## src/shape_fill_rasterizer_macros.svh

```systemverilog
// Assertion macros for the shape fill rasterizer.
// Each macro expects clk and rst in scope.
`ifndef SHAPE_FILL_RASTERIZER_MACROS_SVH
`define SHAPE_FILL_RASTERIZER_MACROS_SVH

`ifndef NO_ASSERTIONS
`define SFR_ASSERT_IMPLIES(label, ante, cons) \
  label: assert property (@(posedge clk) disable iff (rst) (ante) |-> (cons)) \
    else $error("shape_fill_rasterizer: same-cycle check failed");
`define SFR_ASSERT_NEXT(label, ante, cons) \
  label: assert property (@(posedge clk) disable iff (rst) (ante) |=> (cons)) \
    else $error("shape_fill_rasterizer: next-cycle check failed");
`else
`define SFR_ASSERT_IMPLIES(label, ante, cons)
`define SFR_ASSERT_NEXT(label, ante, cons)
`endif

`endif

```

## src/shf_pkg.sv

```systemverilog
package shf_pkg;

  localparam int COORD_W  = 10;  // holds any column or row below 1024
  localparam int CLIP_W   = 12;  // signed width for clipping compares
  localparam int CENTER_W = 14;
  localparam int RADIUS_W = 13;
  localparam int PAINT_W  = 32;
  localparam int DIM_W    = 7;
  localparam int INDEX_W  = 2;

  localparam logic [DIM_W-1:0] CANVAS_RESET = 7'd64;

  localparam logic [INDEX_W-1:0] REG_CANVAS_WIDTH  = 2'd0;
  localparam logic [INDEX_W-1:0] REG_CANVAS_HEIGHT = 2'd1;

  typedef enum logic [1:0] {
    KIND_FILL    = 2'd0,
    KIND_RECT    = 2'd1,
    KIND_ELLIPSE = 2'd2,
    KIND_READ    = 2'd3
  } kind_t;

  // One classified command. For a read, x_lo/y_lo hold the pixel and skip
  // marks it outside the canvas; otherwise skip marks an empty drawing.
  typedef struct packed {
    kind_t                      kind;
    logic                       skip;
    logic [COORD_W-1:0]         x_lo;
    logic [COORD_W-1:0]         x_hi;
    logic [COORD_W-1:0]         y_lo;
    logic [COORD_W-1:0]         y_hi;
    logic signed [CENTER_W-1:0] cx;
    logic signed [CENTER_W-1:0] cy;
    logic [RADIUS_W-1:0]        rx;
    logic [RADIUS_W-1:0]        ry;
    logic [PAINT_W-1:0]         paint;
  } cmd_t;

endpackage

```

## src/shf_front.sv

```systemverilog
module shf_front #(
  parameter int MAX_WIDTH  = 64,
  parameter int MAX_HEIGHT = 64,
  parameter int FRAC_BITS  = 4
) (
  input  logic                                clk,
  input  logic                                rst,
  input  logic                                cfg_we,
  input  logic [shf_pkg::INDEX_W-1:0]         cfg_index,
  input  logic [shf_pkg::DIM_W-1:0]           cfg_data,
  input  logic                                in_valid,
  output logic                                in_ready,
  input  logic [1:0]                          kind,
  input  logic signed [10:0]                  corner_x0,
  input  logic signed [10:0]                  corner_y0,
  input  logic signed [10:0]                  corner_x1,
  input  logic signed [10:0]                  corner_y1,
  input  logic signed [shf_pkg::CENTER_W-1:0] center_x,
  input  logic signed [shf_pkg::CENTER_W-1:0] center_y,
  input  logic [shf_pkg::RADIUS_W-1:0]        radius_x,
  input  logic [shf_pkg::RADIUS_W-1:0]        radius_y,
  input  logic [shf_pkg::PAINT_W-1:0]         paint,
  input  logic                                clearing,
  output logic                                cmd_valid,
  input  logic                                cmd_ready,
  output shf_pkg::cmd_t                       cmd
);

  localparam int CW   = shf_pkg::CLIP_W;
  localparam int KW   = shf_pkg::COORD_W;
  localparam int RW   = shf_pkg::RADIUS_W;
  localparam int HALF = 1 << (FRAC_BITS - 1);

  logic [shf_pkg::DIM_W-1:0] canvas_width;
  logic [shf_pkg::DIM_W-1:0] canvas_height;
  logic                      st_valid;
  shf_pkg::cmd_t             cmd_next;
  logic                      accept;

  logic signed [CW-1:0] w_lim, h_lim;
  logic signed [CW-1:0] x0_s, y0_s, x1_s, y1_s;
  logic signed [CW-1:0] lo_x, hi_x, lo_y, hi_y;

  assign accept    = in_valid && in_ready;
  assign in_ready  = !clearing && (!st_valid || cmd_ready);
  assign cmd_valid = st_valid;

  always_ff @(posedge clk) begin
    if (rst) begin
      canvas_width  <= shf_pkg::CANVAS_RESET;
      canvas_height <= shf_pkg::CANVAS_RESET;
    end else if (cfg_we) begin
      case (cfg_index)
        shf_pkg::REG_CANVAS_WIDTH:  canvas_width  <= cfg_data;
        shf_pkg::REG_CANVAS_HEIGHT: canvas_height <= cfg_data;
        default: ;
      endcase
    end
  end

  // Largest usable column and row: zero acts as one, oversize as the maximum
  always_comb begin
    if (canvas_width == '0) begin
      w_lim = '0;
    end else if (32'(canvas_width) > MAX_WIDTH) begin
      w_lim = CW'(MAX_WIDTH - 1);
    end else begin
      w_lim = CW'(canvas_width) - CW'(1);
    end
    if (canvas_height == '0) begin
      h_lim = '0;
    end else if (32'(canvas_height) > MAX_HEIGHT) begin
      h_lim = CW'(MAX_HEIGHT - 1);
    end else begin
      h_lim = CW'(canvas_height) - CW'(1);
    end
  end

  always_comb begin
    x0_s = CW'(corner_x0);
    y0_s = CW'(corner_y0);
    x1_s = CW'(corner_x1);
    y1_s = CW'(corner_y1);
    lo_x = '0;
    lo_y = '0;
    hi_x = w_lim;
    hi_y = h_lim;
    cmd_next       = '0;
    cmd_next.kind  = shf_pkg::kind_t'(kind);
    cmd_next.cx    = center_x;
    cmd_next.cy    = center_y;
    cmd_next.rx    = radius_x;
    cmd_next.ry    = radius_y;
    cmd_next.paint = paint;
    case (shf_pkg::kind_t'(kind))
      shf_pkg::KIND_RECT: begin
        lo_x = (x0_s < 0) ? '0 : x0_s;
        lo_y = (y0_s < 0) ? '0 : y0_s;
        hi_x = (x1_s > w_lim) ? w_lim : x1_s;
        hi_y = (y1_s > h_lim) ? h_lim : y1_s;
        cmd_next.skip = (lo_x > hi_x) || (lo_y > hi_y);
      end
      shf_pkg::KIND_ELLIPSE: begin
        cmd_next.skip = (radius_x < RW'(HALF)) || (radius_y < RW'(HALF));
      end
      shf_pkg::KIND_READ: begin
        lo_x = x0_s;
        lo_y = y0_s;
        cmd_next.skip = (x0_s < 0) || (y0_s < 0) || (x0_s > w_lim) || (y0_s > h_lim);
      end
      default: ;
    endcase
    cmd_next.x_lo = lo_x[KW-1:0];
    cmd_next.x_hi = hi_x[KW-1:0];
    cmd_next.y_lo = lo_y[KW-1:0];
    cmd_next.y_hi = hi_y[KW-1:0];
  end

  always_ff @(posedge clk) begin
    if (rst) begin
      st_valid <= 1'b0;
    end else if (accept) begin
      st_valid <= 1'b1;
    end else if (cmd_ready) begin
      st_valid <= 1'b0;
    end
  end

  always_ff @(posedge clk) begin
    if (accept) begin
      cmd <= cmd_next;
    end
  end

endmodule

```

## config.mk

```make
export PLATFORM = sky130hd
export DESIGN_NAME = shf_front
export DESIGN_NICKNAME = d
export VERILOG_FILES = /design/src/shape_fill_rasterizer_macros.svh /design/src/shf_pkg.sv /design/src/shf_front.sv
export SDC_FILE = /design/constraint.sdc
export NUM_CORES = 1
export LEC_CHECK = 0
export BUFFER_PORTS_ARGS = -buffer_cell sky130_fd_sc_hd__buf_2
export CAP_MARGIN = 20
export CORE_MARGIN = 3
export CORE_UTILIZATION = 40
export DETAILED_ROUTE_END_ITERATION = 8
export PLACE_DENSITY = 0.67
export SKIP_LAST_GASP = 1
export SLEW_MARGIN = 20
export SYNTH_ARGS = -nofsm -noshare
export SYNTH_HDL_FRONTEND = slang
export SYNTH_SLANG_ARGS = --single-unit
```

## constraint.sdc

```tcl
create_clock -name clk -period 14.2 [get_ports clk]
set_clock_uncertainty 0.2 [all_clocks]
set_input_delay 0.71 -clock clk [delete_from_list [all_inputs] [get_ports clk]]
set_output_delay 0.71 -clock clk [all_outputs]
set_load 0.02 [all_outputs]
```

== Word-level counts from Yosys, hierarchy flattened ==
Cells that the tools add are included.
Word-level totals
  flip-flop bits (word level): 144
  latch bits: 0
  RAM bits: 0
  bits in read-only memories: 0
  input bits: 147
  memories kept: 0
Cells by class
  add/subtract/negate cells: 2
  multiply operators: 0
  divide/modulo/power cells: 0
  magnitude comparators: 12
  equality and inequality tests: 4
  shifts and indexed selects: 0
  mux-type cells: 15
  bitwise operators: 0
  reductions and logical operators: 16
Operator list (number)
  $mux 12: 8
  $gt 11x12->1: 4
  $pmux 10 s2: 2
  $lt 13x4->1 const B: 2
  $gt 12x12->1: 2
  $lt 11x1->1 const B: 2
  $mux 10: 2
  $sub 7x1->8 const B: 2
  $gt 7x7->1 const B: 2
  $logic_not 7->1: 2
  $logic_or 1x1->1: 6
  $eq 2x1->1 const B: 2
  $eq 2x2->1 const B: 2
  $reduce_and 2->1: 2
  $pmux 1 s3: 1
  $logic_and 1x1->1: 2
  $logic_not 1->1: 2
  $logic_not 2->1: 1
  $mux 1: 2
  $reduce_bool 2->1: 1

== Depth between registers and ports, before layout ==
  depth in word-level cells: 8
  mapped depth: 22

== Least setup slack after synthesis ==
No wires, ideal clock.
  kind: register to register
  from: reg canvas_height[2] in the netlist's numbering
  to: reg cmd[126] in the netlist's numbering (data pin)
  setup time: 0.279 ns
  data arrival time: 4.226 ns
  required time: 13.721 ns
  path slack: 9.495 ns
  stages on the path, launching flop included: 18
  cell sequence: dfxtp_1 > or4_4 > nor4_4 > inv_1 > ha_1 > and4_1 > nand4_1 > a21o_1 > a21oi_1 > buf_2 > mux2i_1 > ha_1 > a211oi_1 > o21ai_0 > nor2b_1 > a211oi_1 > a2111oi_0 > a211oi_2
RTL lines
  start, declared: RTL line shf_front.sv:35  | logic [shf_pkg::DIM_W-1:0] canvas_height;
  start signal, assigned: RTL line shf_front.sv:51  | canvas_height <= shf_pkg::CANVAS_RESET;
  start signal, assigned: RTL line shf_front.sv:55  | shf_pkg::REG_CANVAS_HEIGHT: canvas_height <= cfg_data;
  end signal, assigned: RTL line shf_front.sv:131  | cmd <= cmd_next;
  end, declared: RTL line shf_front.sv:26  | output shf_pkg::cmd_t cmd

==> flow_summary.ini <==
[outcome]
status = finished, final reports clean

[global_routing]
grt_pass1_wl_mm = 29.6
grt_util_met3_pct = 6.21
grtUsageTotal_pct = 19.7
gr-total-overflow = 0
antenna_found_initial = 2
grt_pass1_vias = 5409
grt-busiest-layer = met2
gr-usage-met2_pct = 33.6
grt_max_degree = 81
grtUsageMet1_pct = 23.7

[sta]
worst_pin_slew_ps = 1030
hold_viol = 0
setup_viol = 0
timing.final.crit_share_pct = 37.9
hold_ws_ps = 258
tns_ps = 0
rsz0062_at_grt = false
final.setup.worst_slack_ps = 8820
max_freq_ghz = 0.186
relSlewSlack_pct = 31.4
final-max-slew-violation-count = 0
fin_crit_ps = 5380

[place]
portBuffers = 277
place_hpwl_mm = 16.0
placed_cells = 1052
pre_cts_ws_ps = 8840
place_congestion = 0.847

[clock_network]
cts-buffers-inserted = 17
cts_tree = done
h-tree-depth = 4
cts_root_buffer = clkbuf_16
clk_latency_ps = 430
clk_path_buf_depth = 2
post-cts-setup-buffers = 0
post_cts_resized = 0
clkTransAtPathRegs_ps = 70
hold_buffers = 0
cts.sinks = 144

[floorplanning]
core_sq_um = 17500
dieHeight_um = 141
io_pins = 278
start_util_pct = 41.5
die_w_um = 141
rows = 48
design.die.area_sq_um = 19800

[setup_path]
path_cells = or4_4 > nor4_4 > inv_1 > ha_1 > and4_1 > nand4_1 > a21o_1 > a21oi_1 > buf_4 > mux2_2 > ha_1 > nand4_1 > o32ai_1 > a211oi_1 > a2111oi_0 > a211oi_2
arrival_ps = 5320
max_stage_delay_ps = 710
critPathKind = reg2reg
cp-end-kind = flip-flop
cp_slowest_cell = a2111oi_0
cp-start-kind = flip-flop
cp.required_ps = 14140
cp_max_fo = 12

[routing]
dr.pass1.iters = 4
viasPerCell = 5.05
vias = 5477
routed_wl_mm = 20.1
drtIter0Drc = 346
drcViolationCount = 0
wire_per_inst_um = 18.6
ant_nets = 0

[synthesis]
syn-cell-area_sq_um = 7270
synth_seq_area_share_pct = 57.4
async_flop_share_pct = 0
yosys_warnings = 0
synthDistinctLibCells = 61
synthCells = 560
synth_seq_cells = 144
synth_area_per_cell_sq_um = 13.0
syn_nets = 775
synth_top_flop_cell = edfxtp_1
synth_edf_count = 129

[cells_and_area]
drive_above_1_share_pct = 39.3
layout.cells.non_filler = 1085
nNetsFinal = 1061
area_delta_synth_final_pct = 30.1
multi_input_comb_area_sq_um = 2910
fillers = 1548
final_util_pct = 53.9
regArea_sq_um = 4170

[pwr]
irDropWorstVdd_mv = 0.0786
powerDensity_nw_per_um2 = 115
total_leakage_power_nw = 4.19

[flow_run]
drv_cap = 0

[min_path]
worstHoldPathType = in2reg
==> worst paths after layout <==
kind                     from   endpoint  slack [ps]  cells past startpoint
min reg2reg         cmd_valid  cmd_valid         290                      2
min                 paint[15]    cmd[15]         260                      1
max          canvas_height[2]   cmd[126]        8820                     16
max reg2reg  canvas_height[2]   cmd[126]        8820                     16
==> sequential cells by signal (all words and copies together), names as in the netlist <==
name           count
canvas_width       7
cmd              129
cmd_valid          1
canvas_height      7
==> Yosys cell counts, types with 10 or more instances <==
| cell type | instances | area (sq um) |
|---|---|---|
| o21ai_0 | 10 | 50.1 |
| nand4_1 | 12 | 75.1 |
| edfxtp_1 | 129 | 3870 |
| nor3_1 | 11 | 55.1 |
| ha_1 | 68 | 851 |
| inv_1 | 36 | 135 |
| and2_1 | 21 | 131 |
| nor2_1 | 29 | 109 |
| dfxtp_1 | 15 | 300 |
| mux2i_1 | 26 | 260 |
| nand2_1 | 24 | 90.1 |
| a21oi_1 | 30 | 150 |
| mux2_4 | 10 | 150 |
| nor2b_1 | 27 | 169 |
==> power by group <==
part           total, mW  switching, mW  internal, mW
clock              0.420          0.191         0.229
combinational      0.177          0.105        0.0719
sequential         0.491        0.00643         0.485
total               1.09          0.303         0.786
==> cell usage in the layout (no fill, tap or decap), types with 5 or more instances in the layout <==
cell,instances
buf_2,277
edfxtp_1,129
ha_1,68
inv_1,35
a21oi_1,30
nor2_1,29
nor2b_1,27
mux2i_1,26
nand2_1,24
and2_1,21
clkbuf_16,17
dfxtp_1,15
nand4_1,12
nor3_1,11
o21ai_0,10
mux2_4,10
a211oi_1,8
inv_6,7
nand3_1,6
mux2_2,6
nand2b_1,5
mux2_1,5
==> worst max-delay path: cells and delay by family, from the launching register on <==
| family | cells | cell delay (ps) |
|---|---|---|
| buf+inv | 2 | 520 |
| flops | 1 | 370 |
| mux | 1 | 360 |
| compound gates | 6 | 1540 |
| fa+ha+maj | 2 | 650 |
| simple gates | 5 | 1450 |
==> cells by family after synthesis <==
family / share of synthesized area, %
flops: 57.4
mux: 7.35
simple gates: 12.2
buf+inv: 2.70
compound gates: 8.00
xor+xnor: 0.361
fa+ha+maj: 12.0
==> routing by layer <==
metal | wire [um] | vias to the layer above
li1 | - | 2693
met1 | 8200 | 2531
met2 | 9980 | 220
met3 | 1510 | 31
met4 | 445 | 2
met5 | 7 | -
==> metrics by stage <==
stage	total power, mW	instance area, sq um
finish	1.09	9460
global route	1.14	9460
CTS	1.10	9460
detailed placement	0.677	8910
global placement	0.675	8910
floorplan	0.611	7270
==> final cells by class <==
type,instances,area share [%]
clock buffer,18,4.54
tap,225,2.98
inverter,36,1.46
clock inverter,14,1.26
multi-input combinational,367,30.7
timing repair buffer,280,14.9
antenna,1,0.0265
sequential,144,44.1
(Power assumes the default switching activity.)
