$ cat config.mk
export PLATFORM = sky130hd
export DESIGN_NAME = shf_queue
export DESIGN_NICKNAME = d
export VERILOG_FILES = /design/src/shape_fill_rasterizer_macros.svh /design/src/shf_pkg.sv /design/src/shf_queue.sv
export SDC_FILE = /design/constraint.sdc
export NUM_CORES = 1
export LEC_CHECK = 0
export BUFFER_PORTS_ARGS = -buffer_cell sky130_fd_sc_hd__clkbuf_2
export CAP_MARGIN = 20
export CORE_MARGIN = 3
export CORE_UTILIZATION = 40
export CTS_CLUSTER_SIZE = 20
export DETAILED_ROUTE_END_ITERATION = 12
export PLACE_DENSITY = 0.63
export SLEW_MARGIN = 5
export SYNTH_ARGS = -nofsm -noshare
export SYNTH_HDL_FRONTEND = slang
export SYNTH_SLANG_ARGS = --single-unit
$ cat constraint.sdc
create_clock -name clk -period 4.18 [get_ports clk]
set_clock_uncertainty 0.2 [all_clocks]
set_input_delay 0.209 -clock clk [delete_from_list [all_inputs] [get_ports clk]]
set_output_delay 0.209 -clock clk [all_outputs]
set_load 0.005 [all_outputs]
$ cat src/shape_fill_rasterizer_macros.svh
// Assertion macros for the shape fill rasterizer.
// Each macro expects clk and rst in scope.
`ifndef SHAPE_FILL_RASTERIZER_MACROS_SVH
`define SHAPE_FILL_RASTERIZER_MACROS_SVH

`ifndef NO_ASSERTIONS
`define SFR_ASSERT_IMPLIES(label, ante, cons) \
  label: assert property (@(posedge clk) disable iff (rst) (ante) |-> (cons)) \
    else $error("shape_fill_rasterizer: same-cycle check failed");
`define SFR_ASSERT_NEXT(label, ante, cons) \
  label: assert property (@(posedge clk) disable iff (rst) (ante) |=> (cons)) \
    else $error("shape_fill_rasterizer: next-cycle check failed");
`else
`define SFR_ASSERT_IMPLIES(label, ante, cons)
`define SFR_ASSERT_NEXT(label, ante, cons)
`endif

`endif

$ cat src/shf_pkg.sv
package shf_pkg;

  localparam int COORD_W  = 10;  // holds any column or row below 1024
  localparam int CLIP_W   = 12;  // signed width for clipping compares
  localparam int CENTER_W = 14;
  localparam int RADIUS_W = 13;
  localparam int PAINT_W  = 32;
  localparam int DIM_W    = 7;
  localparam int INDEX_W  = 2;

  localparam logic [DIM_W-1:0] CANVAS_RESET = 7'd64;

  localparam logic [INDEX_W-1:0] REG_CANVAS_WIDTH  = 2'd0;
  localparam logic [INDEX_W-1:0] REG_CANVAS_HEIGHT = 2'd1;

  typedef enum logic [1:0] {
    KIND_FILL    = 2'd0,
    KIND_RECT    = 2'd1,
    KIND_ELLIPSE = 2'd2,
    KIND_READ    = 2'd3
  } kind_t;

  // One classified command. For a read, x_lo/y_lo hold the pixel and skip
  // marks it outside the canvas; otherwise skip marks an empty drawing.
  typedef struct packed {
    kind_t                      kind;
    logic                       skip;
    logic [COORD_W-1:0]         x_lo;
    logic [COORD_W-1:0]         x_hi;
    logic [COORD_W-1:0]         y_lo;
    logic [COORD_W-1:0]         y_hi;
    logic signed [CENTER_W-1:0] cx;
    logic signed [CENTER_W-1:0] cy;
    logic [RADIUS_W-1:0]        rx;
    logic [RADIUS_W-1:0]        ry;
    logic [PAINT_W-1:0]         paint;
  } cmd_t;

endpackage

$ cat src/shf_queue.sv
module shf_queue (
  input  logic          clk,
  input  logic          rst,
  input  logic          in_valid,
  output logic          in_ready,
  input  shf_pkg::cmd_t in_cmd,
  output logic          out_valid,
  input  logic          out_ready,
  output shf_pkg::cmd_t out_cmd
);

  localparam int DEPTH = 2;

  shf_pkg::cmd_t slots [DEPTH];
  logic          wr_ptr;
  logic          rd_ptr;
  logic [1:0]    count;
  logic          push;
  logic          pop;

  assign in_ready  = count != 2'(DEPTH);
  assign out_valid = count != '0;
  assign out_cmd   = slots[rd_ptr];
  assign push      = in_valid && in_ready;
  assign pop       = out_valid && out_ready;

  always_ff @(posedge clk) begin
    if (rst) begin
      wr_ptr <= 1'b0;
      rd_ptr <= 1'b0;
      count  <= '0;
    end else begin
      if (push) begin
        wr_ptr <= !wr_ptr;
      end
      if (pop) begin
        rd_ptr <= !rd_ptr;
      end
      count <= 2'(count + {1'b0, push} - {1'b0, pop});
    end
  end

  always_ff @(posedge clk) begin
    if (push) begin
      slots[wr_ptr] <= in_cmd;
    end
  end

endmodule

Word level (Yosys, flattened, before mapping)

Memory sizes are Yosys's and may differ from the RTL's. A register that Yosys moved wholly into a read port is not among the register bits.
Cells that the tools add are included.

Add/sub/neg operators: 2
Equal/unequal tests: 1
Mux-type cells: 4
Reductions and logical operators: 5

Operator list:

| operator           | number |
|---|---|
| $mux 1             | 4 |
| $add 2x1->2        | 1 |
| $logic_and 1x1->1  | 2 |
| $logic_not 1->1    | 2 |
| $ne 2x2->1 const B | 1 |
| $reduce_bool 2->1  | 1 |
| $sub 2x1->2        | 1 |

Register bits: 4
Memory bits (writable): 258
Bits of input ports: 133
Memories kept: 1

Memories:

| name  | words | width | read ports | clocked after Yosys merged registers in | wr ports | RTL line        | text |
|---|---|---|---|---|---|---|---|
| slots | 2     | 129   | 1          | 1                                       | 1        | shf_queue.sv:14 | `shf_pkg::cmd_t slots [DEPTH];` |

Logic depth before layout (Yosys ltp)

Gate-level depths: netlist of the first run.

Depth in word-level cells: 4
Gate-level depth with buffers: 6
Gate-level depth less buffers: 6

Least setup slack after synthesis of the first run

No wires, ideal clock.

Path kind: flip-flop to flip-flop
Start: reg count[0]
End: mem slots[1][0] (netlist name), enable pin
Library setup time: 504 ps
Arrival time: 3610 ps
Required time: 3476 ps
Path slack: -135 ps
Stages on the path, launching flop included: 3
Buffers on the path: 0
Cells stage by stage: dfxtp_1 -> nand2b_1 -> and3_1

Longest elaborated chain between the ends: 4

RTL lines:

| item                         | RTL line        | text |
|---|---|---|
| start, declared              | shf_queue.sv:17 | `logic [1:0] count;` |
| start signal, assigned       | shf_queue.sv:39 | `count <= 2'(count + {1'b0, push} - {1'b0, pop});` |
| $ne 2x2->1                   | shf_queue.sv:21 | `assign in_ready = count != 2'(DEPTH);` |
| net in_ready                 | shf_queue.sv:5  | `output logic in_ready,` |
| $logic_and 1x1->1            | shf_queue.sv:24 | `assign push = in_valid && in_ready;` |
| $mux 1                       | shf_queue.sv:44 | `if (push) begin` |
| $mux 1 (not written as such) | shf_queue.sv:45 | `slots[wr_ptr] <= in_cmd;` |
| end, declared                | shf_queue.sv:14 |  |

The timed path passes the listed nets, and every way through them passes these cells.

Final worst setup path of the first run

Start: reg count[0]
End: mem slots[0][123] (netlist name), enable pin

Longest elaborated chain between the ends: 4

RTL lines:

| item                         | RTL line |
|---|---|
| $ne 2x2->1                   | shf_queue.sv:21 |
| $logic_and 1x1->1            | shf_queue.sv:24 |
| $mux 1                       | shf_queue.sv:44 |
| $mux 1 (not written as such) | shf_queue.sv:45 |

Every way passes these cells.

==> results.sh, run 1 <==
export IMPL_root_buffer="clkbuf_16"
export IMPL_relSlewSlack_pct=39.35
export IMPL_p_leak_nw=5.488
export IMPL_path_clk_slew_ns=0.06
export IMPL_worst_setup_path_start_kind="register"
export IMPL_core_area_sq_mm=0.02460
export IMPL_ys_seq_area_share_pct=77.46
export IMPL_slowest_stage="inv_6"
export IMPL_gp_congestion=0.7346
export IMPL_finalNetCount=982
export IMPL_min_period_ns=2.504
export IMPL_antenna_found_initial=0
export IMPL_fmax_mhz=399.3
export IMPL_peakVddDrop_v=0.0003922
export IMPL_ys_types=27
export IMPL_fin_tns_setup_ns=0
export IMPL_grt_max_degree=86
export IMPL_place_ws_ns=1.656
export IMPL_crit_chain="nand2b_1 > nand3b_1 > inv_6 > buf_4"
export IMPL_h_tree_depth=1
export IMPL_drt_initial_drc_count=294
export IMPL_grt_setup_unrepaired="no"
export IMPL_worst_path_buf_inv=2
export IMPL_worstSetupPathType="register to register"
export IMPL_netlist_area_leader_share_pct=76.47
export IMPL_tightestPinTransition_ns=0.9098
export IMPL_critPathArrivalTime_ns=2.50
export IMPL_die_h_um=165.1
export IMPL_status="finished clean"
export IMPL_synthCells=430
export IMPL_yosys_area_top_type="edfxtp_1"
export IMPL_clock_sinks=263
export IMPL_worstSetupEndpointType="register"
export IMPL_firstDrtPassIters=4
export IMPL_die_w_um=165.1
export IMPL_rrSetupSlack_ns=1.68
export IMPL_ys_warn_count=0
export IMPL_worstPathRequired_ns=4.17
export IMPL_timing_rr_start="count[0]"
export IMPL_grt_pass1_vias=5871
export IMPL_cts_tree="built"
export IMPL_hpwl_um=12970
export IMPL_start_util_pct=41.17
export IMPL_cts_made_buffers=28
export IMPL_fin_crit_sh_pct=59.91
export IMPL_whs_path_depth=2
export IMPL_synth_top_cells_by_area="edfxtp_1 76%, mux2_4 16%, buf_12 2.2%"
export IMPL_pin_count=264
export IMPL_power_density_mw_per_mm2=515.0
export IMPL_synth_area_per_cell_sq_um=23.56
export IMPL_totalPowerFinal_w=0.007151
export IMPL_path_delay_family="buffers and inverters"
export IMPL_fin_util_pct=56.43
export IMPL_hold_start="in_cmd[120]"
export IMPL_hp_class="input pin to register"
export IMPL_netlist_area_sq_mm=0.01013
export IMPL_finalSetupViolations=0
export IMPL_reg2regPathDepth=4
export IMPL_hold_viol_final=0
export IMPL_grt_pass1_wl_um=30970
export IMPL_route_vias_total=5393
export IMPL_worstSkewPairLatency_ns=0.52
export IMPL_drive_gt1_share_pct=50.75
export IMPL_nFillCells=1910
export IMPL_finalWorstSetupSlack_ns=1.676
export IMPL_antennaDiodeCount=0
export IMPL_port_buffers=263
export IMPL_cts_path_max_buffers=3
export IMPL_max_stage_delay_ns=0.61
export IMPL_wire_per_inst_um=17.23
export IMPL_rr_endpoint="slots[0][123]"
export IMPL_crit_fanout=85
export IMPL_syn2layout_area_growth_pct=37.05
export IMPL_min_to="slots[1][120]"
export IMPL_syn_num_nets=564
export IMPL_grt_overflow=0
export IMPL_routed_wl_um=20560
export IMPL_maxCapViolations=0
export IMPL_drt_vias_per_instance=4.521
export IMPL_ant_nets=0
export IMPL_drc=0
export IMPL_drv_slew=0
export IMPL_die_area_sq_mm=0.02727
export IMPL_synth_seq_cells=263
export IMPL_cts_setup_buffers=0
export IMPL_track_usage_pct=14.45
export IMPL_hold_ws_ns=0.2144
export IMPL_rows=57
[kinds of logic after synthesis]
family / share of synthesized area [%]
adder cells (fa/ha/maj): 0.1235
AND/OR/NAND/NOR: 0.9387
multiplexers: 18.41
XOR/XNOR: 0.08647
flip-flops: 77.46
buffers and inverters: 2.544
AO/OA/AOI/OAI: 0.4322
[final cells by class]
type | count | area [sq um] | share of cell area (%)
flip-flops and latches | 263 | 7851 | 56.55
repair buffers | 402 | 2715 | 19.55
multi-input cells | 152 | 2031 | 14.63
clock buffers | 38 | 759.5 | 5.470
well taps | 324 | 405.4 | 2.920
clock inverters | 13 | 113.9 | 0.8200
inverters | 1 | 8.758 | 0.06308
[layer usage]
| metal | share of wire [%] | up-vias | routed length (um) | track usage, % |
|---|---|---|---|---|
| met1 | 39 | 2607 | 8003 | 16.96 |
| li1 | - | 2557 | - | - |
| met2 | 52 | 194 | 10610 | 26.35 |
| met5 | 0 | - | 0 | 0 |
| met3 | 6.8 | 35 | 1402 | 3.517 |
| met4 | 2.6 | 0 | 542 | 3.965 |
[worst max path at each step]
| stage | from | end | slack (ns) | cells past startpoint |
|---|---|---|---|---|
| after floorplan | count[0] | slots[0][0] | 0.32 | 3 |
| after global placement | count[0] | slots[0][54] | 1.79 | 4 |
| after detailed placement | count[0] | slots[0][50] | 1.66 | 4 |
| after CTS | count[0] | slots[0][54] | 1.62 | 4 |
| after global routing | count[0] | slots[0][54] | 1.51 | 4 |
| final | count[0] | slots[0][123] | 1.68 | 4 |
[through the flow]
step	std cells	cell area, sq um
2_1_floorplan	430	10130
3_3_place_gp	1010	11690
3_5_place_dp	1010	11690
4_1_cts	1193	13880
5_1_grt	1193	13880
6_report	1193	13880
[worst register-to-register path: stages, from the launching register on]
cell and delay [ns]:
dfxtp_1 0.42, nand2b_1 0.22, nand3b_1 0.19, inv_6 0.61
buf_4 0.52
[cell usage in the layout (no fill, tap or decap), drive strengths merged]
cell | synthesis | routed
clkbuf | 0 | 301
edfxtp | 258 | 258
dlygate4sd3 | 0 | 132
mux2 | 129 | 129
clkinv | 0 | 10
buf | 14 | 7
dfxtp | 5 | 5
nor2 | 4 | 4
o21ai | 2 | 2
bufinv | 0 | 2
and3 | 2 | 2
nand2b | 1 | 1
and2b | 1 | 1
o21ba | 1 | 1
nand3 | 1 | 1
nand3b | 1 | 1
inv | 1 | 1
or2 | 1 | 1
nor2b | 1 | 1
xor2 | 1 | 1
a21bo | 1 | 1
a21oi | 1 | 1
nor4bb | 1 | 1
nor4 | 1 | 1
o31a | 1 | 1
nor3 | 1 | 1
ha | 1 | 1
clkinvlp | 0 | 1
[power breakdown]
part | leakage, nW | switching (W) | internal, W
Sequential | 2.46 | 0.0000721 | 0.00321
Combinational | 2.61 | 0.000685 | 0.000859
Clock | 0.422 | 0.000941 | 0.00139
Total | 5.49 | 0.00170 | 0.00545
[repair_timing]
action | in CTS | in global routing
gates resized for setup | 0 | 0
endpoints found under the hold margin | 263 | 0
hold buffers | 132 | 0
[synthesized netlist by cell type]
| cell type | instances |
|---|---|
| a21bo_1 | 1 |
| a21oi_1 | 1 |
| and2b_4 | 1 |
| and3_1 | 2 |
| buf_12 | 11 |
| buf_4 | 1 |
| buf_6 | 1 |
| buf_8 | 1 |
| dfxtp_1 | 5 |
| edfxtp_1 | 258 |
| ha_1 | 1 |
| inv_1 | 1 |
| mux2_2 | 19 |
| mux2_4 | 110 |
| nand2b_1 | 1 |
| nand3_1 | 1 |
| nand3b_1 | 1 |
| nor2_1 | 4 |
| nor2b_1 | 1 |
| nor3_2 | 1 |
| nor4_1 | 1 |
| nor4bb_1 | 1 |
| o21ai_0 | 2 |
| o21ba_1 | 1 |
| o31a_1 | 1 |
| or2_2 | 1 |
| xor2_1 | 1 |
[flip-flops by register name (all words and copies together), names as in the netlist, named ones only]
name / count
rd_ptr: 1
slots: 258
wr_ptr: 1
count: 2
(Power assumes the default switching activity.)
==> run 2: changes to the inputs <==
--- a/config.mk
+++ b/config.mk
@@ -5,6 +5,7 @@
 export SDC_FILE = /design/constraint.sdc
 export NUM_CORES = 1
 export LEC_CHECK = 0
+export ABC_AREA = 1
 export BUFFER_PORTS_ARGS = -buffer_cell sky130_fd_sc_hd__clkbuf_2
 export CAP_MARGIN = 20
 export CORE_MARGIN = 3
==> constraint.sdc (replaced) <==
create_clock -name clk -period 2.05 [get_ports clk]
set_clock_uncertainty 0.2 [all_clocks]
set_input_delay 0.1025 -clock clk [delete_from_list [all_inputs] [get_ports clk]]
set_output_delay 0.1025 -clock clk [all_outputs]
set_load 0.005 [all_outputs]
==> run 2 against run 1 <==
Compared with the run above:
- flip-flop and latch count unchanged
- wire length increased by 2.7%
- first-iteration DRC count decreased by 31%
- clock power increased by 97%
- non-clock buffer count increased by 11
- critical path depth unchanged
- sequential share of layout area increased by 0.76 points
- via count increased by 3.2%
- synthesized area decreased by 5.4%
- register-to-register slack got worse by 1.4 ns
- critical path type is now register to output port
- largest cell class unchanged
- highest routed layer unchanged
==> results.sh, run 2 <==
export IMPL_path_clk_slew_ns=0.06
export IMPL_firstDrtPassIters=4
export IMPL_ys_seq_area_share_pct=81.86
export IMPL_drv_slew=0
export IMPL_worstPathRequired_ns=1.75
export IMPL_fmax_mhz=497.2
export IMPL_grt_max_degree=72
export IMPL_hp_class="input pin to register"
export IMPL_h_tree_depth=1
export IMPL_grt_setup_unrepaired="yes"
export IMPL_drt_vias_per_instance=4.621
export IMPL_drt_initial_drc_count=203
export IMPL_regArea_sq_mm=0.007853
export IMPL_critPathArrivalTime_ns=1.71
export IMPL_tightestPinTransition_ns=0.4302
export IMPL_cts_tree="built"
export IMPL_grt_pass1_wl_um=31040
export IMPL_finalSetupViolations=0
export IMPL_hpwl_um=12190
export IMPL_worstSkewPairLatency_ns=0.52
export IMPL_antenna_found_initial=0
export IMPL_yosys_most_used_dff="edfxtp_1"
export IMPL_syn_num_nets=571
export IMPL_antennaDiodeCount=0
export IMPL_rows=56
export IMPL_clock_sinks=263
export IMPL_netlist_area_leader_share_pct=80.81
export IMPL_top_regs="slots: 258 flops, count: 2 flops"
export IMPL_route_vias_total=5568
export IMPL_worst_setup_path_start_kind="register"
export IMPL_postSynth_asyncResetShare_pct=0
export IMPL_min_period_ns=2.011
export IMPL_synth_top_cells_by_area="edfxtp_1 81%, mux2_2 15%, buf_6 1.5%"
export IMPL_netlist_area_sq_mm=0.009587
export IMPL_drc=0
export IMPL_grt_overflow=0
export IMPL_synth_edf_count=258
export IMPL_relSlewSlack_pct=71.32
export IMPL_core_area_sq_mm=0.02354
export IMPL_port_buffers=263
export IMPL_totalPowerFinal_w=0.01537
export IMPL_fin_crit_sh_pct=98.12
export IMPL_multiInputGateArea_sq_mm=0.001592
export IMPL_routed_wl_um=21100
export IMPL_pin_count=264
export IMPL_drive_gt1_share_pct=51.35
export IMPL_fin_tns_setup_ns=0
export IMPL_top_register="slots"
export IMPL_synth_area_per_cell_sq_um=21.94
export IMPL_layout_common_cells="263 x clkbuf_2, 258 x edfxtp_1, 132 x dlygate4sd3_1"
export IMPL_maxCapViolations=0
export IMPL_crit_fanout=15
export IMPL_root_buffer="clkbuf_16"
export IMPL_finalInstanceArea_sq_mm=0.01370
export IMPL_cts_made_buffers=28
export IMPL_peakVddDrop_v=0.0007017
export IMPL_worstSetupPathType="register to output port"
export IMPL_ys_warn_count=0
export IMPL_grt_pass1_vias=6012
export IMPL_p_leak_nw=5.230
export IMPL_layout_commonest_cell="clkbuf_2"
export IMPL_hold_viol_final=0
export IMPL_worstSetupEndpointType="output port"
export IMPL_dpl_cell_area_sq_mm=0.01131
export IMPL_die_w_um=160.8
export IMPL_track_usage_pct=14.84
export IMPL_synth_seq_cells=263
export IMPL_gp_congestion=0.7186
export IMPL_final_cells=1205
export IMPL_ant_nets=0
export IMPL_synth_most_common_cell="edfxtp_1"
export IMPL_synthTopCellsByCount="258 x edfxtp_1, 129 x mux2_2, 13 x buf_6"
export IMPL_finalNetCount=1000
export IMPL_wire_per_inst_um=17.51
export IMPL_cts_path_max_buffers=3
export IMPL_largest_register_ffs=258
export IMPL_die_h_um=160.8
export IMPL_yosys_area_top_type="edfxtp_1"
export IMPL_dp_cells=1012
export IMPL_die_area_sq_mm=0.02586
export IMPL_synthCells=437
export IMPL_power_density_mw_per_mm2=1121
export IMPL_ys_types=13
export IMPL_status="finished clean"
export IMPL_syn2layout_area_growth_pct=42.94
export IMPL_nFillCells=1782
export IMPL_start_util_pct=40.72
[run 2: cell count changes in the layout (fill, tap and decap cells not counted), moves of 3 or more]
cell / delta
clkbuf_16: +4
nand2_1: +6
buf_6: +3
buf_12: +4
inv_1: +7
mux2_2: +109
nor2_1: +3
clkinv_2: +3
buf_4: -4
mux2_4: -109
[run 2: worst paths after layout]
path / from / endpoint / slack, ns / cells past startpoint
hold reg to reg: rd_ptr / rd_ptr / 0.31 / 2
setup reg to reg: count[1] / count[1] / 0.23 / 10
hold / removal: in_cmd[12] / slots[1][12] / 0.11 / 2
setup / recovery: register / out_cmd[87] / 0.04 / 4
[run 2: per-layer routing]
layer | GRT usage, % | vias to the layer above | wire, um
met4 | 4.458 | 0 | 569
met5 | 0 | - | 0
met2 | 26.69 | 218 | 10940
li1 | - | 2584 | -
met1 | 17.36 | 2720 | 8211
met3 | 4.075 | 46 | 1384
[run 2: cell type report]
cell class | instances | area share (%)
Tap cell | 319 | 2.913
Clock inverter | 14 | 0.6848
Clock buffer | 36 | 5.488
Sequential cell | 263 | 57.30
Inverter | 8 | 0.2191
Multi-Input combinational cell | 152 | 11.61
Timing Repair Buffer | 413 | 21.78
[run 2: stage by stage]
step	hold WS, ns	utilization (%)	setup slack, ns
floorplan	-0.03367	-	-1.017
CTS	0.07613	57.31	-0.06621
global placement	0.08862	48.05	0.3611
detailed placement	0.09506	48.05	0.2503
global route	0.09400	58.21	-0.03387
finish	0.1062	58.21	0.03854
[run 2: report_power, final]
group	leakage [nW]	switching [W]	internal, W
Sequential	2.45	0.000191	0.00682
Combinational	2.37	0.00181	0.00195
Clock	0.411	0.00190	0.00270
Total	5.23	0.00390	0.0115
[run 2: worst max-delay path: stages, from the launching register on]
cell,delay (ns)
dfxtp_4,0.38
buf_4,0.16
buf_16,0.16
mux2_2,0.35
clkbuf_2,0.13
[run 2: kinds of logic (layout without fill, tap and decap cells)]
logic type,count (synthesis),in the layout,share of synthesized area (%)
AOI/OAI and AO/OA,2,2,0.1044
xor gates and xnor gates,1,1,0.09138
adders and majority gates,1,1,0.1305
buffers and inverters,22,471,1.892
DFF,263,263,81.86
muxes,129,129,15.15
and+or+nand+nor,19,19,0.7699
[run 2: what timing repair did]
item / 4_1_cts / 5_1_grt
hold endpoints to repair: 263 / 0
gates cloned: 0 / 8
hold buffers: 132 / 0
setup endpoints to repair: 105 / 124
buffers inserted: 0 / 3
resized for setup: 2 / 7
==> run 3: changes to the inputs <==
--- a/config.mk
+++ b/config.mk
@@ -8,7 +8,7 @@
 export ABC_AREA = 1
 export BUFFER_PORTS_ARGS = -buffer_cell sky130_fd_sc_hd__clkbuf_2
 export CAP_MARGIN = 20
-export CORE_MARGIN = 3
+export CORE_MARGIN = 10
 export CORE_UTILIZATION = 40
 export CTS_CLUSTER_SIZE = 20
 export DETAILED_ROUTE_END_ITERATION = 12
==> run 3 against run 2 <==
Compared with the run above:
- maximum frequency down 1.8%
- count of clock-buffer cells in the layout down 5
- register-to-register slack worse by 0.10 ns
- cell area down 0.86%
- critical path type unchanged
- critical endpoint is now out_cmd[14]
==> results.sh, run 3 (synthesized netlist as in run 2, its figures left out) <==
export IMPL_worst_path_buf_inv=2
export IMPL_path_clk_slew_ns=0.06
export IMPL_top_usage_layer="met2"
export IMPL_antenna_found_initial=1
export IMPL_clock_sinks=263
export IMPL_critPathArrivalTime_ns=1.75
export IMPL_power_share_sequential_pct=45.3
export IMPL_layout_commonest_cell="clkbuf_2"
export IMPL_totalPowerFinal_w=0.01549
export IMPL_status="finished clean"
export IMPL_drc=0
export IMPL_syn2layout_area_growth_pct=41.71
export IMPL_fmax_mhz=488.0
export IMPL_p_int_w=0.01161
export IMPL_clockPowerShare_pct=32.2
export IMPL_root_buffer="clkbuf_16"
export IMPL_pin_count=264
export IMPL_max_stage_delay_ns=0.39
export IMPL_drive_gt1_share_pct=51.14
export IMPL_port_buffers=263
export IMPL_cts_made_buffers=28
export IMPL_min_period_ns=2.049
export IMPL_path_delay_family="buffers and inverters"
export IMPL_drt_vias_per_instance=4.602
export IMPL_ant_nets=0
export IMPL_drt_initial_drc_count=280
export IMPL_die_area_sq_mm=0.03056
export IMPL_hold_ws_ns=0.1036
export IMPL_worstSetupPathType="register to output port"
export IMPL_slowest_stage="dfxtp_4"
export IMPL_finalWorstSetupSlack_ns=0.0008715
export IMPL_worstSkewPairLatency_ns=0.52
export IMPL_fin_crit_sh_pct=99.96
export IMPL_die_w_um=174.8
export IMPL_grt_setup_unrepaired="yes"
export IMPL_p_leak_nw=5.182
export IMPL_p_switching_w=0.003879
export IMPL_combPwrFrac_pct=22.5
export IMPL_cts_tree="built"
export IMPL_route_vias_total=5508
export IMPL_finalSetupViolations=0
export IMPL_peakVddDrop_v=0.0007377
export IMPL_maxCapViolations=0
export IMPL_relSlewSlack_pct=68.18
export IMPL_rows=56
export IMPL_hp_class="input pin to register"
export IMPL_gp_congestion=0.7109
export IMPL_grt_met3_usage_pct=4.635
export IMPL_worstPathRequired_ns=1.75
export IMPL_core_area_sq_mm=0.02354
export IMPL_routed_wl_um=22120
export IMPL_grt_overflow=0
export IMPL_start_util_pct=40.72
export IMPL_p_sw_share_pct=25.04
export IMPL_worstSetupEndpointType="output port"
export IMPL_track_usage_pct=13.74
export IMPL_cts_path_max_buffers=3
export IMPL_finalInstanceArea_sq_mm=0.01359
export IMPL_finalNetCount=990
export IMPL_grt_pass1_wl_um=33980
export IMPL_firstDrtPassIters=4
export IMPL_grt_max_degree=80
export IMPL_wire_per_inst_um=18.48
export IMPL_h_tree_depth=1
export IMPL_drv_slew=0
export IMPL_crit_fanout=52
export IMPL_largest_register_ffs=258
export IMPL_grt_util_met2_pct=23.72
export IMPL_place_ws_ns=0.2156
export IMPL_crit_chain="buf_12 > mux2_2 > clkbuf_2"
export IMPL_worst_setup_path_start_kind="register"
export IMPL_hpwl_um=14290
export IMPL_power_density_mw_per_mm2=1140
export IMPL_die_h_um=174.8
export IMPL_tightestPinTransition_ns=0.4773
export IMPL_top_register="slots"
export IMPL_hold_viol_final=0
export IMPL_layout_common_cells="263 x clkbuf_2, 258 x edfxtp_1, 132 x dlygate4sd3_1"
export IMPL_grt_pass1_vias=6162
export IMPL_fin_tns_setup_ns=0
export IMPL_dpl_cell_area_sq_mm=0.01132
export IMPL_globalRouteMet1Util_pct=15.99
export IMPL_top_regs="slots: 258 flops, count: 2 flops"
-- run 3: stage by stage --
stage	utilization, %	cells
6_report	57.71	1197
5_1_grt	57.70	1196
4_1_cts	57.64	1195
3_5_place_dp	48.09	1013
3_3_place_gp	48.09	1013
2_1_floorplan	-	437
-- run 3: power groups by stage --
| stage | registers (W) | logic (W) | clock network, W |
|---|---|---|---|
| 6_report | 0.00702 | 0.00348 | 0.00499 |
| 5_1_grt | 0.00707 | 0.00381 | 0.00533 |
| 4_1_cts | 0.00701 | 0.00355 | 0.00511 |
| 3_5_place_dp | 0.00712 | 0.00332 | 0 |
| 3_3_place_gp | 0.00707 | 0.00327 | 0 |
| 2_1_floorplan | 0.00709 | 0.00190 | 0 |
-- run 3: final cells by class --
type                       count  area [sq um]
timing repair buffer         403          2784
tap                          319         399.1
sequential                   263          7853
clock inverter                19         193.9
clock buffer                  31         733.2
fill                        1781          9957
multi-input combinational    152          1588
antenna                        2         5.005
inverter                       8         30.03
-- run 3: what timing repair did --
action	4_1_cts	5_1_grt
endpoints found under the hold margin	263	0
hold buffers	132	0
resized for setup	0	2
buffers inserted	0	0
endpoints found under the setup margin	40	128
-- run 3: metal layers --
layer,up-vias,routed length [um]
li1,2566,-
met1,2696,8721
met2,210,11300
met3,36,1703
met4,0,386
met5,-,0
-- run 3: worst register-to-register path, stage by stage (launching register included) --
cell and delay [ns]:
dfxtp_1 0.42, nor2_1 0.10, nor2_1 0.32, xnor2_1 0.15, ha_1 0.21, inv_1 0.05, nand2_1 0.04, nand2_1 0.10
nand3_1 0.10, nand2_1 0.09, nor2_1 0.04
-- run 3: worst paths after layout --
kind	to	start	slack (ns)	depth (start not counted)
max	out_cmd[14]	register	0.0009	3
min	slots[1][89]	in_cmd[89]	0.10	2
max reg2reg	count[1]	count[1]	0.13	10
min reg2reg	rd_ptr	rd_ptr	0.34	2
